**src/hdl/crc16_command_framer_core_defines.svh**
```systemverilog
// Assertion macros for the CRC-16 command framer.
// Included by the top level only; expands to nothing under SYNTHESIS.
`ifndef CRC16_COMMAND_FRAMER_CORE_DEFINES_SVH
`define CRC16_COMMAND_FRAMER_CORE_DEFINES_SVH
`ifndef SYNTHESIS
`define CFR_ASSERT_IMP(lbl, clk, rst_n, ante, cons) \
	lbl: assert property (@(posedge clk) disable iff (!rst_n) (ante) |-> (cons)) \
		else $error("cfr: same-cycle check failed");
`define CFR_ASSERT_NXT(lbl, clk, rst_n, ante, cons) \
	lbl: assert property (@(posedge clk) disable iff (!rst_n) (ante) |=> (cons)) \
		else $error("cfr: next-cycle check failed");
`else
`define CFR_ASSERT_IMP(lbl, clk, rst_n, ante, cons)
`define CFR_ASSERT_NXT(lbl, clk, rst_n, ante, cons)
`endif
`endif

```
**src/hdl/cfr_pkg.sv**
```systemverilog
// Shared types, constants and the CRC-16/CCITT-FALSE byte update.
// Used by every module of the command framer; depends on nothing.
package cfr_pkg;

	localparam int          QUEUE_DEPTH_DEF = 4;
	localparam logic [15:0] CRC_INIT        = 16'hFFFF;
	localparam logic [15:0] CRC_POLY        = 16'h1021;
	localparam logic [7:0]  START_BYTE      = 8'h02;

	localparam logic [2:0] ST_H0      = 3'd0;
	localparam logic [2:0] ST_LEN_LO  = 3'd1;
	localparam logic [2:0] ST_LEN_HI  = 3'd2;
	localparam logic [2:0] ST_HCRC_LO = 3'd3;
	localparam logic [2:0] ST_HCRC_HI = 3'd4;
	localparam logic [2:0] ST_DATA    = 3'd5;
	localparam logic [2:0] ST_DCRC_LO = 3'd6;
	localparam logic [2:0] ST_DCRC_HI = 3'd7;

	typedef struct packed {
		logic [7:0]  data;
		logic [15:0] field;
		logic [15:0] crc;
		logic        start;
		logic        empty;
		logic        finish;
	} job_t;

	typedef struct packed {
		logic valid;
		logic pop;
	} q_ctrl_t;

	function automatic logic [15:0] crc_byte(input logic [15:0] crc, input logic [7:0] b);
		logic [15:0] c;
		c = crc ^ {b, 8'h00};
		for (int i = 0; i < 8; i++) begin
			if (c[15]) begin
				c = {c[14:0], 1'b0} ^ CRC_POLY;
			end else begin
				c = {c[14:0], 1'b0};
			end
		end
		return c;
	endfunction

endpackage

```
**src/hdl/cfr_front.sv**
```systemverilog
// Front end: accepts payload words, classifies them and keeps the data CRC.
// Depends on cfr_pkg; feeds jobs to cfr_queue.
module cfr_front import cfr_pkg::*; (
	input  logic        clk,
	input  logic        arst_n,
	input  logic        accept,
	input  logic [7:0]  data_byte,
	input  logic [15:0] frame_length,
	output job_t        job
);

	logic [15:0] running_crc_q;
	logic [15:0] bytes_left_q;
	logic        in_frame_q;

	logic        start;
	logic        empty;
	logic        finish;
	logic [15:0] crc_next;

	always_comb begin
		start    = !in_frame_q;
		empty    = start && (frame_length == 16'd0);
		finish   = start ? (frame_length == 16'd1) : (bytes_left_q <= 16'd1);
		crc_next = crc_byte(start ? CRC_INIT : running_crc_q, data_byte);
		job.data   = data_byte;
		job.field  = frame_length + 16'd2;
		job.crc    = empty ? 16'h0000 : crc_next;
		job.start  = start;
		job.empty  = empty;
		job.finish = finish && !empty;
	end

	always_ff @(posedge clk or negedge arst_n) begin
		if (!arst_n) begin
			running_crc_q <= CRC_INIT;
			bytes_left_q  <= 16'd0;
			in_frame_q    <= 1'b0;
		end else if (accept) begin
			if (empty || finish) begin
				running_crc_q <= CRC_INIT;
				bytes_left_q  <= 16'd0;
				in_frame_q    <= 1'b0;
			end else begin
				running_crc_q <= crc_next;
				bytes_left_q  <= start ? frame_length - 16'd1 : bytes_left_q - 16'd1;
				in_frame_q    <= 1'b1;
			end
		end
	end

endmodule

```
**src/hdl/cfr_queue.sv**
```systemverilog
// Short job queue between the front and back ends of the framer.
// Depends on cfr_pkg for the job type.
module cfr_queue import cfr_pkg::*; #(
	parameter int DEPTH = QUEUE_DEPTH_DEF
) (
	input  logic    clk,
	input  logic    arst_n,
	input  logic    push,
	input  job_t    push_job,
	output logic    space,
	input  logic    pop,
	output logic    head_valid,
	output job_t    head_job
);

	localparam int AW = (DEPTH > 1) ? $clog2(DEPTH) : 1;
	localparam int CW = $clog2(DEPTH + 1);
	localparam logic [AW-1:0] LAST_PTR = AW'(DEPTH - 1);
	localparam logic [CW-1:0] FULL_CNT = CW'(DEPTH);

	job_t          slot_q [DEPTH];
	logic [AW-1:0] wr_ptr_q;
	logic [AW-1:0] rd_ptr_q;
	logic [CW-1:0] count_q;

	assign space      = (count_q != FULL_CNT);
	assign head_valid = (count_q != '0);
	assign head_job   = slot_q[rd_ptr_q];

	always_ff @(posedge clk) begin
		if (push) begin
			slot_q[wr_ptr_q] <= push_job;
		end
	end

	always_ff @(posedge clk or negedge arst_n) begin
		if (!arst_n) begin
			wr_ptr_q <= '0;
			rd_ptr_q <= '0;
			count_q  <= '0;
		end else begin
			if (push) begin
				wr_ptr_q <= (wr_ptr_q == LAST_PTR) ? '0 : wr_ptr_q + 1'b1;
			end
			if (pop) begin
				rd_ptr_q <= (rd_ptr_q == LAST_PTR) ? '0 : rd_ptr_q + 1'b1;
			end
			if (push && !pop) begin
				count_q <= count_q + 1'b1;
			end else if (pop && !push) begin
				count_q <= count_q - 1'b1;
			end
		end
	end

endmodule

```
**src/hdl/cfr_back.sv**
```systemverilog
// Back end: expands each job into frame bytes and holds the output word.
// Depends on cfr_pkg; takes jobs from cfr_queue.
module cfr_back import cfr_pkg::*; (
	input  logic       clk,
	input  logic       arst_n,
	input  job_t       head_job,
	input  logic       head_valid,
	output q_ctrl_t    ctrl,
	output logic       out_valid,
	input  logic       out_ready,
	output logic [7:0] out_byte,
	output logic       run_last,
	output logic       frame_end
);

	logic [2:0]  step_q;
	logic [15:0] hcrc_q;
	logic        out_valid_q;
	logic [7:0]  out_byte_q;
	logic        out_last_q;
	logic        out_end_q;

	logic [2:0]  cur_step;
	logic [2:0]  next_step;
	logic [7:0]  sel_byte;
	logic        sel_last;
	logic        sel_end;
	logic        done;
	logic        load;

	always_comb begin
		cur_step  = (head_job.start || step_q != ST_H0) ? step_q : ST_DATA;
		next_step = cur_step + 3'd1;
		sel_byte  = 8'h00;
		sel_last  = 1'b0;
		sel_end   = 1'b0;
		done      = 1'b0;
		case (cur_step)
			ST_H0:      sel_byte = START_BYTE;
			ST_LEN_LO:  sel_byte = head_job.field[7:0];
			ST_LEN_HI:  sel_byte = head_job.field[15:8];
			ST_HCRC_LO: sel_byte = hcrc_q[7:0];
			ST_HCRC_HI: begin
				sel_byte  = hcrc_q[15:8];
				next_step = head_job.empty ? ST_DCRC_LO : ST_DATA;
			end
			ST_DATA: begin
				sel_byte = head_job.data;
				sel_last = !head_job.finish;
				done     = !head_job.finish;
			end
			ST_DCRC_LO: sel_byte = head_job.crc[7:0];
			ST_DCRC_HI: begin
				sel_byte = head_job.crc[15:8];
				sel_last = 1'b1;
				sel_end  = 1'b1;
				done     = 1'b1;
			end
			default: sel_byte = 8'h00;
		endcase
		load      = head_valid && (!out_valid_q || out_ready);
		ctrl.valid = head_valid;
		ctrl.pop   = load && done;
	end

	always_ff @(posedge clk or negedge arst_n) begin
		if (!arst_n) begin
			step_q      <= ST_H0;
			out_valid_q <= 1'b0;
		end else begin
			if (load) begin
				step_q <= done ? ST_H0 : next_step;
			end
			if (load) begin
				out_valid_q <= 1'b1;
			end else if (out_ready) begin
				out_valid_q <= 1'b0;
			end
		end
	end

	always_ff @(posedge clk) begin
		if (load) begin
			out_byte_q <= sel_byte;
			out_last_q <= sel_last;
			out_end_q  <= sel_end;
			if (cur_step == ST_H0) begin
				hcrc_q <= crc_byte(CRC_INIT, START_BYTE);
			end else if (cur_step == ST_LEN_LO || cur_step == ST_LEN_HI) begin
				hcrc_q <= crc_byte(hcrc_q, sel_byte);
			end
		end
	end

	assign out_valid = out_valid_q;
	assign out_byte  = out_byte_q;
	assign run_last  = out_last_q;
	assign frame_end = out_end_q;

endmodule

```
**src/hdl/crc16_command_framer_core.sv**
```systemverilog
// CRC-16 command framer: one payload word in, one framed byte per output word.
// A word inside a frame yields one output byte; the last payload word of a frame
// yields three (byte and data CRC), and a frame's first word yields six to eight
// (start byte, length field, header CRC, then byte and data CRC as they apply). The
// input side accepts one word per cycle while the job queue (QUEUE_DEPTH jobs) has
// room; the output register drains one byte per cycle while m_axis_tready is high.
// Header and data CRCs: CRC-16/CCITT-FALSE, low byte first; an empty frame sends 0000.
// Depends on cfr_pkg, cfr_front, cfr_queue, cfr_back and the assertion macros.
`include "crc16_command_framer_core_defines.svh"

module crc16_command_framer_core import cfr_pkg::*; #(
	parameter int QUEUE_DEPTH = QUEUE_DEPTH_DEF
) (
	input  logic        clk,
	input  logic        arst_n,
	input  logic        s_axis_tvalid,
	output logic        s_axis_tready,
	input  logic [23:0] s_axis_tdata,  // [7:0] data_byte, [23:8] frame_length
	output logic        m_axis_tvalid,
	input  logic        m_axis_tready,
	output logic [7:0]  m_axis_tdata,  // [7:0] out_byte
	output logic        m_axis_tlast,
	output logic        m_axis_tuser   // [0] frame_end
);

	logic    accept;
	job_t    push_job;
	job_t    head_job;
	logic    q_space;
	logic    q_head_valid;
	q_ctrl_t q_ctrl;

	assign s_axis_tready = q_space;
	assign accept        = s_axis_tvalid && q_space;

	cfr_front u_front (
		.clk          (clk),
		.arst_n       (arst_n),
		.accept       (accept),
		.data_byte    (s_axis_tdata[7:0]),
		.frame_length (s_axis_tdata[23:8]),
		.job          (push_job)
	);

	cfr_queue #(
		.DEPTH (QUEUE_DEPTH)
	) u_queue (
		.clk        (clk),
		.arst_n     (arst_n),
		.push       (accept),
		.push_job   (push_job),
		.space      (q_space),
		.pop        (q_ctrl.pop),
		.head_valid (q_head_valid),
		.head_job   (head_job)
	);

	cfr_back u_back (
		.clk        (clk),
		.arst_n     (arst_n),
		.head_job   (head_job),
		.head_valid (q_head_valid),
		.ctrl       (q_ctrl),
		.out_valid  (m_axis_tvalid),
		.out_ready  (m_axis_tready),
		.out_byte   (m_axis_tdata),
		.run_last   (m_axis_tlast),
		.frame_end  (m_axis_tuser)
	);

	`CFR_ASSERT_IMP(a_end_is_last, clk, arst_n, m_axis_tvalid && m_axis_tuser, m_axis_tlast)
	`CFR_ASSERT_IMP(a_full_has_head, clk, arst_n, !s_axis_tready, q_ctrl.valid)
	`CFR_ASSERT_NXT(a_pop_loads_word, clk, arst_n, q_ctrl.pop, m_axis_tvalid)

endmodule

```
**config.mk**
```make
export PLATFORM = sky130hd
export DESIGN_NAME = crc16_command_framer_core
export DESIGN_NICKNAME = d
export VERILOG_FILES = /design/src/hdl/cfr_pkg.sv /design/src/hdl/cfr_front.sv /design/src/hdl/cfr_queue.sv /design/src/hdl/cfr_back.sv /design/src/hdl/crc16_command_framer_core.sv
export VERILOG_INCLUDE_DIRS = /design/src /design/src/hdl
export SDC_FILE = /design/constraint.sdc
export NUM_CORES = 1
export LEC_CHECK = 0
export ABC_AREA = 1
export BUFFER_PORTS_ARGS = -buffer_cell sky130_fd_sc_hd__buf_4
export CAP_MARGIN = 20
export CORE_ASPECT_RATIO = 1.1
export CORE_MARGIN = 5
export CORE_UTILIZATION = 61
export DETAILED_ROUTE_END_ITERATION = 16
export PLACE_DENSITY = 0.79
export SYNTH_ARGS = -nofsm -noshare
export SYNTH_HDL_FRONTEND = slang
export SYNTH_SLANG_ARGS = --single-unit
```
**constraint.sdc**
```tcl
create_clock -name clk -period 8.49 [get_ports clk]
set_clock_uncertainty 0.2 [all_clocks]
set_input_delay 0.849 -clock clk [delete_from_list [all_inputs] [get_ports clk]]
set_output_delay 0.849 -clock clk [all_outputs]
set_load 0.01 [all_outputs]
```
== After elaboration in Yosys (flattened, before gate mapping) ==
Memories as Yosys holds them, arrays and structs flattened.
Index checks and enable logic that the tools add are counted.
W data, S select, Z words.
Operators by class
  equal/unequal tests: 11
  bitwise logic cells: 18
  reductions and logical operators: 25
  mux-type cells: 60
  magnitude comparators: 1
  add/subtract/negate cells: 8
Operators by type and width (number)
  $mux W16: 27
  $mux W13: 16
  $pmux W8 S8: 1
  $not A3 Y3: 16
  $sub A16 B1 Y16 const B: 2
  $xor A16 B16 Y16: 2
  $add A16 B2 Y16 const B: 1
  $eq A16 B1 Y1 const B: 1
  $le A16 B1 Y1 const B: 1
  $logic_not A16 Y1: 1
  $mux W3: 5
  $eq A3 B3 Y1 const B: 4
  $logic_and A1 B1 Y1: 7
  $mux W1: 7
  $add A3 B1 Y3 const B: 2
  $eq A3 B2 Y1 const B: 2
  $logic_not A1 Y1: 6
  $mux W2: 3
  $reduce_bool A2 Y1: 3
  $reduce_bool A3 Y1: 2
  $add A2 B1 Y2 const B: 2
  $eq A2 B2 Y1 const B: 2
  $logic_or A1 B1 Y1: 4
  $eq A3 B1 Y1 const B: 1
  5 further kinds: 5
Storage, ports and cells
  memories: 1
  RAM bits: 172
  bits of input ports: 28
  bits in registers: 70
  output and inout bits: 12
  word-level logic and storage cells: 136
Memory list
  u_queue.slot_q: depth 4, width 43, read ports 1, clocked after memory_dff 0, write ports 1, line cfr_queue.sv:21  | job_t slot_q [DEPTH];

== Longest topological paths before layout ==
Gate-level depths: netlist of the first run.
  depth after elaboration: 44
  mapped depth: 24
  gate-level depth less buffers: 21

== Hierarchy ==
A second synthesis of the first run with hierarchy kept.
Second synthesis, totals
  cells, all modules: 1407
  area total of the unflattened synthesis: 12932.4 sq um
By module, submodules not included
  cfr_queue: seq. area each 5340.1 sq um, area an instance 7357.1 sq um, instances 1, cells each 555
  cfr_front: seq. area each 845.8 sq um, area an instance 3314.4 sq um, instances 1, cells each 529
  cfr_back: seq. area each 880.8 sq um, area an instance 2253.4 sq um, instances 1, cells each 321
  crc16_command_framer_core: seq. area each 0.0 sq um, area an instance 7.5 sq um, instances 1, cells each 2

== Least setup slack after synthesis of the first run ==
No wires, ideal clock.
  kind: input to register
  start: input port s_axis_tvalid
  end: memory u_queue.slot_q[0][0] (netlist name), enable pin
  library setup time: 444 ps
  cell stages on the path: 4
  setup slack: 4676 ps
  path buffers: 2
  data arrival time: 3171 ps
  path through: nand2_1 clkbuf_1 clkbuf_1 nor2_1
On the way
  cells in the longest elaborated chain, start to end: 3
Ends and longest elaborated chain
  start: declaration: line crc16_command_framer_core.sv:16  | input logic s_axis_tvalid,
  $logic_and A1 B1 Y1: line crc16_command_framer_core.sv:34  | assign accept = s_axis_tvalid && q_space;
  $mux W1: line cfr_queue.sv:31  | if (push) begin
  $mux W1 (not written as such): line cfr_queue.sv:32  | slot_q[wr_ptr_q] <= push_job;
  end: declaration: line cfr_queue.sv:21
No other way between the ends.

== Worst setup path after layout of the first run ==
  start: register u_queue.rd_ptr_q[0]
  end: register u_back.hcrc_q[13], data pin
On the way
  cells in the longest elaborated chain, start to end: 33
  elaborated cells on any way between the ends: 40
Ends and longest elaborated chain
  start: declaration: line cfr_queue.sv:23  | logic [AW-1:0] rd_ptr_q;
  start signal: assignment: line cfr_queue.sv:46  | rd_ptr_q <= (rd_ptr_q == LAST_PTR) ? '0 : rd_ptr_q + 1'b1;
  $mem_v2 Z4 W43 *
  $logic_or A1 B1 Y1: line cfr_back.sv:32  | cur_step = (head_job.start || step_q != ST_H0) ? step_q : ST_DATA;
  $mux W3: line cfr_back.sv:32
  $eq A3 B3 Y1, or another cell as far along: line cfr_back.sv:38  | case (cur_step)
  $pmux W8 S8 *: line cfr_back.sv:38
  net u_back.sel_byte[1]: line cfr_back.sv:25  | logic [7:0] sel_byte;
  $xor A16 B16 Y16 *: line cfr_pkg.sv:35  | c = crc ^ {b, 8'h00};
  $mux W13 *: line cfr_pkg.sv:37  | if (c[15]) begin
  [... 18 more ...]
  $mux W16 *: line cfr_back.sv:89  | end else if (cur_step == ST_LEN_LO || cur_step == ST_LEN_HI) begin
  $mux W16 *: line cfr_back.sv:87  | if (cur_step == ST_H0) begin
  $mux W16 *: line cfr_back.sv:83  | if (load) begin
  $mux W13 *: line cfr_pkg.sv:37
  $mux W16 *: line cfr_back.sv:89
  $mux W16 *: line cfr_back.sv:87
  $mux W16 *: line cfr_back.sv:83
  $mux W16 *: line cfr_back.sv:89
  end signal: assignment: line cfr_back.sv:88  | hcrc_q <= crc_byte(CRC_INIT, START_BYTE);
  end signal: assignment: line cfr_back.sv:90  | hcrc_q <= crc_byte(hcrc_q, sel_byte);
  end: declaration: line cfr_back.sv:17  | logic [15:0] hcrc_q;
The timed path passes the listed nets; every way through them passes the cells marked *. The select of a mux whose other input is x is not followed.
A chain may end at the register's enable or synchronous reset.

==> flow_summary.json, run 1 <==
{
  "synth_top_family_by_area": "simple AND/OR/NAND/NOR gates",
  "place.gp.congestion": 0.929,
  "h-tree-depth": 1,
  "core_um2": 19200,
  "path_class": "reg2reg",
  "ir_worst_vdd_mv": 0.244,
  "area_delta_synth_final_pct": 10.1,
  "cts_resized": 0,
  "fmax_mhz": 239,
  "worst_pin_slew_ps": 1050,
  "ys_seq_area_share_pct": 59.4,
  "synth_area_leaders": "edfxtp_1 (50%), nand2_1 (6.7%), dfrtp_1 (5.9%), nand3_1 (4.9%), nor2_1 (4.6%)",
  "synth_top_area_share_pct": 50.0,
  "critPathCaptureType": "flop",
  "ctsRootBufferMaster": "clkbuf_16",
  "drt-total-wl_um": 27600,
  "netlist_top_cells_count": "nand2_1 (213), edfxtp_1 (198), nor2_1 (145)",
  "worst_setup_path_start_kind": "flop",
  "initial_core_util_pct": 62.1,
  "max_stage_delay_ps": 630,
  "r2r_slack_ps": 4310,
  "required_ps": 8550,
  "path_common_cell": "nand2_1",
  "min_period_over_period_pct": 49.3,
  "clock_latency_ps": 520,
  "grt_pass1_wl_um": 44000,
  "synth_edf_count": 198,
  "power.leakage_nw": 5.39,
  "power_mw": 5.58,
  "synth_nets": 1261,
  "avgSynthCellArea_um2": 9.81,
  "reg2reg_to": "u_back.hcrc_q[13]",
  "die_w_um": 143,
  "crit_path_cell_trace": "inv_4 > nand2_1 > nand3_2 > nand3_2 > nand2_1 > ha_1 > ha_1 > nand3_1 > o21ai_0 > inv_1 > nand2_1 > nor2_1 > nand2_1 > nand2_1 > nand2_1 > inv_1 > nand2_1 > nand2_2 > nor2_1 > nor2_1",
  "synth-xor-area-share_pct": 3.16,
  "preCtsSetupSlack_ps": 4370,
  "clk_pin_slew_ps": 60,
  "synth_flop_cell": "edfxtp_1",
  "hold_viol_final": 0,
  "viasPerCell": 5.81,
  "reg2reg_depth": 20,
  "port_buffers": 39,
  "setup-tns-final_ps": 0,
  "grt_max_degree": 85,
  "final_layout_size_suffix_gt1_share_pct": 11.4,
  "yosysUniqueCellTypes": 48,
  "rsz0062_at_grt": "false",
  "synth_area_um2": 11900,
  "outcome": "complete, no violations",
  "ioPinCount": 40,
  "overflow": 0,
  "fill_cells": 1383,
  "rows": 53,
  "synth_largest_area_cell": "edfxtp_1",
  "synth-compound-area-share_pct": 8.56,
  "grt_antenna_before_repair": 0,
  "yosys.area_share.simple_pct": 19.6,
  "post-route-min-period_ps": 4180,
  "synthAdderAreaFrac_pct": 2.17,
  "postLayoutCellArea_um2": 13100,
  "netlist_instances": 1213,
  "r2r-start": "u_queue.rd_ptr_q[0]",
  "finalNetCount": 1280,
  "num_vias": 8703,
  "drv_cap": 0,
  "numCtsBuffers": 25,
  "crit_arrival_ps": 4250,
  "cp_max_fo": 84,
  "diodes": 0,
  "post_cts_buffers": 0,
  "finalWorstSetupSlack_ps": 4310,
  "crit_path_top_delay_cell": "inv_4",
  "setup_viol": 0,
  "synth.most_common_cell": "nand2_1",
  "route.detailed.drc": 0,
  "synth_warnings": 0,
  "hold_class": "in2async",
  "dieArea_um2": 22400,
  "ys_ff_latch": 242,
  "hold_buffers": 0,
  "dp_hpwl_um": 17900,
  "grt_pass1_vias": 8447,
  "grt_use_total_pct": 24.9,
  "muxShareOfSynthArea_pct": 0,
  "power_density_nw_per_um2": 426,
  "final_core_util_pct": 68.4,
  "drt_iter0_markers": 884,
  "dieHeight_um": 157,
  "maxSlewViolCount": 0,
  "wl_per_cell_um": 18.4,
  "cts.path.max_buffers": 3,
  "placed_cell_area_um2": 12300,
  "cts_tree": "done",
  "ys_async_sr_fraction_pct": 18.2,
  "ant_nets": 0,
  "clock_sinks": 242,
  "drt-pass1-iter-count": 6,
  "slew_headroom_pct": 29.7
}
==> cells in the final DEF (no fill, tap or decap), drive strengths merged, types with 2 or more instances in the layout <==
cell      count
clkbuf       30
a22oi        13
clkinv        8
bufinv        3
nand3b        5
xnor2        20
nor3         13
nor4          5
ha           19
o21ai       110
or2           3
nor2        147
buf          49
a21oi        21
dfstp        16
o22ai        20
dfrtp        28
o211ai        7
a31oi         2
nand4        11
clkinvlp      2
inv         138
edfxtp      198
xor2         23
nand3       120
nand2       228
==> cell families (layout without fill, tap and decap cells) <==
logic type,count (synthesis),count (layout)
xor+xnor,43,43
flops,242,242
fa+ha+maj,20,20
simple gates,533,533
buf+inv,193,230
compound gates,182,182
==> where the power goes <==
part	internal [mW]	leakage, nW	total, mW	switching, mW
registers	1.90	2.33	2.08	0.184
clock network	0.642	0.398	1.09	0.450
logic	0.724	2.66	2.40	1.68
==> state kept, by name (all words and copies together) (netlist names) <==
| name | cells |
|---|---|
| u_queue.count_q | 3 |
| u_front.bytes_left_q | 16 |
| u_back.hcrc_q | 16 |
| u_front.in_frame_q | 1 |
| u_front.running_crc_q | 16 |
| u_queue.slot_q | 172 |
| u_back.frame_end | 1 |
| u_back.step_q | 3 |
| u_queue.rd_ptr_q | 2 |
| u_back.out_byte | 8 |
| u_back.out_valid | 1 |
| u_back.run_last | 1 |
| u_queue.wr_ptr_q | 2 |
==> worst max-delay path, delay by kind of cell, from the launching register on <==
kind | cells | cell delay (ps)
compound gates | 1 | 110
fa+ha+maj | 2 | 660
buf+inv | 3 | 730
simple gates | 14 | 1630
flops | 1 | 550
==> worst max-delay path by stage <==
stage                                   start                    to  slack [ps]  cells past startpoint
after global routing      u_queue.rd_ptr_q[0]      u_back.hcrc_q[6]        3870                     17
final                     u_queue.rd_ptr_q[0]     u_back.hcrc_q[13]        4310                     20
after global placement    u_queue.rd_ptr_q[0]      u_back.hcrc_q[6]        4530                     20
after CTS                 u_queue.rd_ptr_q[0]     u_back.hcrc_q[13]        4360                     20
after floorplan                 s_axis_tvalid  u_queue.slot_q[0][0]        4680                      4
after detailed placement  u_queue.rd_ptr_q[0]     u_back.hcrc_q[13]        4370                     20
==> through the flow <==
step,instances,hold slack (ps)
after floorplan,1213,273
after global placement,1452,284
after detailed placement,1452,288
after CTS,1497,167
after global routing,1497,198
final,1497,150
==> area by class of cell <==
class / count / area, µm² / share of cell area [%]
multi-input combinational: 778 / 4030 / 30.8
clock inverter: 15 / 160 / 1.22
tap: 247 / 309 / 2.36
timing repair buffer: 49 / 368 / 2.81
inverter: 136 / 518 / 3.95
clock buffer: 30 / 654 / 4.99
sequential: 242 / 7070 / 53.9
==> per-layer routing <==
layer / share of wire (%) / track usage (%) / up-vias
li1: - / - / 4145
met1: 41 / 34.1 / 4172
met2: 49 / 42.0 / 346
met3: 7.1 / 3.36 / 40
met4: 2.6 / 7.15 / 0
met5: 0 / 0 / -
Note: power is estimated with default switching activity, not from simulation.
==> run 2: changes to the inputs <==
--- a/config.mk
+++ b/config.mk
@@ -11,9 +11,9 @@
 export CAP_MARGIN = 20
 export CORE_ASPECT_RATIO = 1.1
 export CORE_MARGIN = 5
-export CORE_UTILIZATION = 61
+export CORE_UTILIZATION = 56
 export DETAILED_ROUTE_END_ITERATION = 16
-export PLACE_DENSITY = 0.79
+export PLACE_DENSITY = 0.76
 export SYNTH_ARGS = -nofsm -noshare
 export SYNTH_HDL_FRONTEND = slang
 export SYNTH_SLANG_ARGS = --single-unit
==> constraint.sdc (replaced) <==
create_clock -name clk -period 3.7 [get_ports clk]
set_clock_uncertainty 0.2 [all_clocks]
set_input_delay 0.37 -clock clk [delete_from_list [all_inputs] [get_ports clk]]
set_output_delay 0.37 -clock clk [all_outputs]
set_load 0.01 [all_outputs]
==> run 2 against run 1 <==
Net effect: power grew 130%; hold slack lost 93 ps; first-iteration DRC count shrank 16%; combinational power grew 130%; sequential cell count is the same; critical path depth shrank 1; die area grew 8.3%; critical endpoint is now u_back.hcrc_q[6].
==> flow_summary.json, run 2 (synthesis gave the netlist of run 1 again) <==
{
  "core_um2": 21200,
  "path_class": "reg2reg",
  "drt-total-wl_um": 27500,
  "finalWorstSetupSlack_ps": 426,
  "power.leakage_nw": 5.53,
  "hold_buffers": 11,
  "r2r_slack_ps": 430,
  "route.detailed.drc": 0,
  "dp_cells": 1508,
  "largest_reg_flops": 172,
  "rsz0062_at_grt": "false",
  "dp_hpwl_um": 18500,
  "crit_arrival_ps": 3340,
  "initial_core_util_pct": 56.3,
  "grt_max_degree": 48,
  "power_mw": 12.9,
  "placed_cell_area_um2": 12500,
  "cp_max_fo": 21,
  "postLayoutCellArea_um2": 13400,
  "post-route-min-period_ps": 3270,
  "share_comb_of_total_power_pct": 43.5,
  "viasPerCell": 5.61,
  "clk_pin_slew_ps": 60,
  "critPathCaptureType": "flop",
  "power_switching_mw": 5.25,
  "maxSlewViolCount": 0,
  "area_delta_synth_final_pct": 12.8,
  "ir_worst_vdd_mv": 0.494,
  "grt_use_total_pct": 22.8,
  "final_cell_mix": "nand2_1 (213), edfxtp_1 (198), nor2_1 (141), inv_1 (132), nand3_1 (117)",
  "cts_tree": "done",
  "max_stage_delay_ps": 410,
  "worst_pin_slew_ps": 725,
  "cts_resized": 0,
  "setup_viol": 0,
  "dieArea_um2": 24300,
  "outcome": "complete, no violations",
  "fmax_mhz": 305,
  "post_cts_buffers": 0,
  "path_common_cell": "nand2_1",
  "critPathTopFamily": "simple AND/OR/NAND/NOR gates",
  "ant_nets": 0,
  "clkPwrFrac_pct": 19.6,
  "wl_per_cell_um": 17.6,
  "clock_latency_ps": 520,
  "final_layout_size_suffix_gt1_share_pct": 12.0,
  "p_sw_share_pct": 40.6,
  "grt_antenna_before_repair": 0,
  "grt_pass1_vias": 8370,
  "min_period_over_period_pct": 88.5,
  "finalNetCount": 1303,
  "drt_iter0_markers": 741,
  "preCtsSetupSlack_ps": 492,
  "hold_class": "in2reg",
  "cts.path.max_buffers": 3,
  "p_int_mw": 7.67,
  "seqPwrFrac_pct": 36.9,
  "dieHeight_um": 163,
  "ctsRootBufferMaster": "clkbuf_16",
  "diodes": 0,
  "die_w_um": 149,
  "clock_sinks": 242,
  "place.gp.congestion": 0.946,
  "num_vias": 8764,
  "crit_buf_inv": 5,
  "worst_setup_path_start_kind": "flop",
  "slew_headroom_pct": 51.3,
  "power_density_nw_per_um2": 963,
  "fill_cells": 1662,
  "ioPinCount": 40,
  "layout_commonest_cell": "nand2_1",
  "grt_pass1_wl_um": 43800,
  "top_register": "u_queue.slot_q",
  "hold_ws_ps": 56.7,
  "h-tree-depth": 1,
  "crit_path_cell_trace": "nor3_1 > nand3_2 > buf_4 > nand2_4 > buf_4 > inv_1 > ha_1 > inv_1 > nand2_1 > nor2_4 > inv_4 > nand2_1 > nand2_1 > nand2_2 > nand2_2 > nand2_2 > nand2_1 > nand2_1 > nor2_1",
  "hold_viol_final": 0,
  "drt-pass1-iter-count": 5,
  "layout.cells.non_filler": 1563,
  "drv_cap": 0,
  "final_core_util_pct": 63.4,
  "setup-tns-final_ps": 0,
  "port_buffers": 39,
  "crit_path_top_delay_cell": "dfrtp_1",
  "numCtsBuffers": 24,
  "required_ps": 3770,
  "rows": 56,
  "overflow": 0
}
-- run 2: cell count changes in the layout (fill, tap and decap cells not counted), moves of 3 or more --
cell,change
clkinv_2,-3
dlygate4sd3_1,+11
buf_4,+12
clkbuf_8,+4
-- run 2: layout make-up --
cell class	instances	area, µm²	area share, %
clock inverters	6	78.8	0.587
inverters	136	518	3.86
well taps	290	363	2.70
flip-flops and latches	242	7070	52.7
multi-input cells	778	4030	30.0
clock buffers	38	767	5.71
repair buffers	73	596	4.44
-- run 2: final timing paths --
check,startpoint,to,depth (start not counted)
worst min register to register,u_front.running_crc_q[5],u_front.running_crc_q[5],2
worst min-delay path,s_axis_tdata[23],u_front.bytes_left_q[15],5
max in group asynchronous,arst_n,u_queue.rd_ptr_q[0],2
min in group asynchronous,arst_n,u_front.bytes_left_q[12],2
worst max-delay path,u_back.step_q[1],u_back.hcrc_q[6],19
worst max register to register,u_back.step_q[1],u_back.hcrc_q[6],19
-- run 2: power groups by stage --
stage | Sequential (mW) | Combinational [mW] | Clock, mW
2_1_floorplan | 4.71 | 4.08 | 0
3_3_place_gp | 4.78 | 5.36 | 0
3_5_place_dp | 4.80 | 5.54 | 0
4_1_cts | 4.76 | 5.60 | 2.56
5_1_grt | 4.83 | 6.31 | 2.68
6_report | 4.76 | 5.62 | 2.54
-- run 2: worst register-to-register path: cells and delay by family, from the launching register on --
kind | cells | cell delay [ps]
DFF | 1 | 410
and+or+nand+nor | 13 | 1380
buffers and inverters | 5 | 760
adders and majority gates | 1 | 280
-- run 2: metal layers --
layer | GRT usage (%) | up-vias | wire (µm)
met5 | 0 | - | 0
met1 | 30.6 | 4192 | 11300
li1 | - | 4188 | -
met2 | 38.6 | 337 | 13600
met4 | 6.37 | 0 | 606
met3 | 3.73 | 47 | 1960
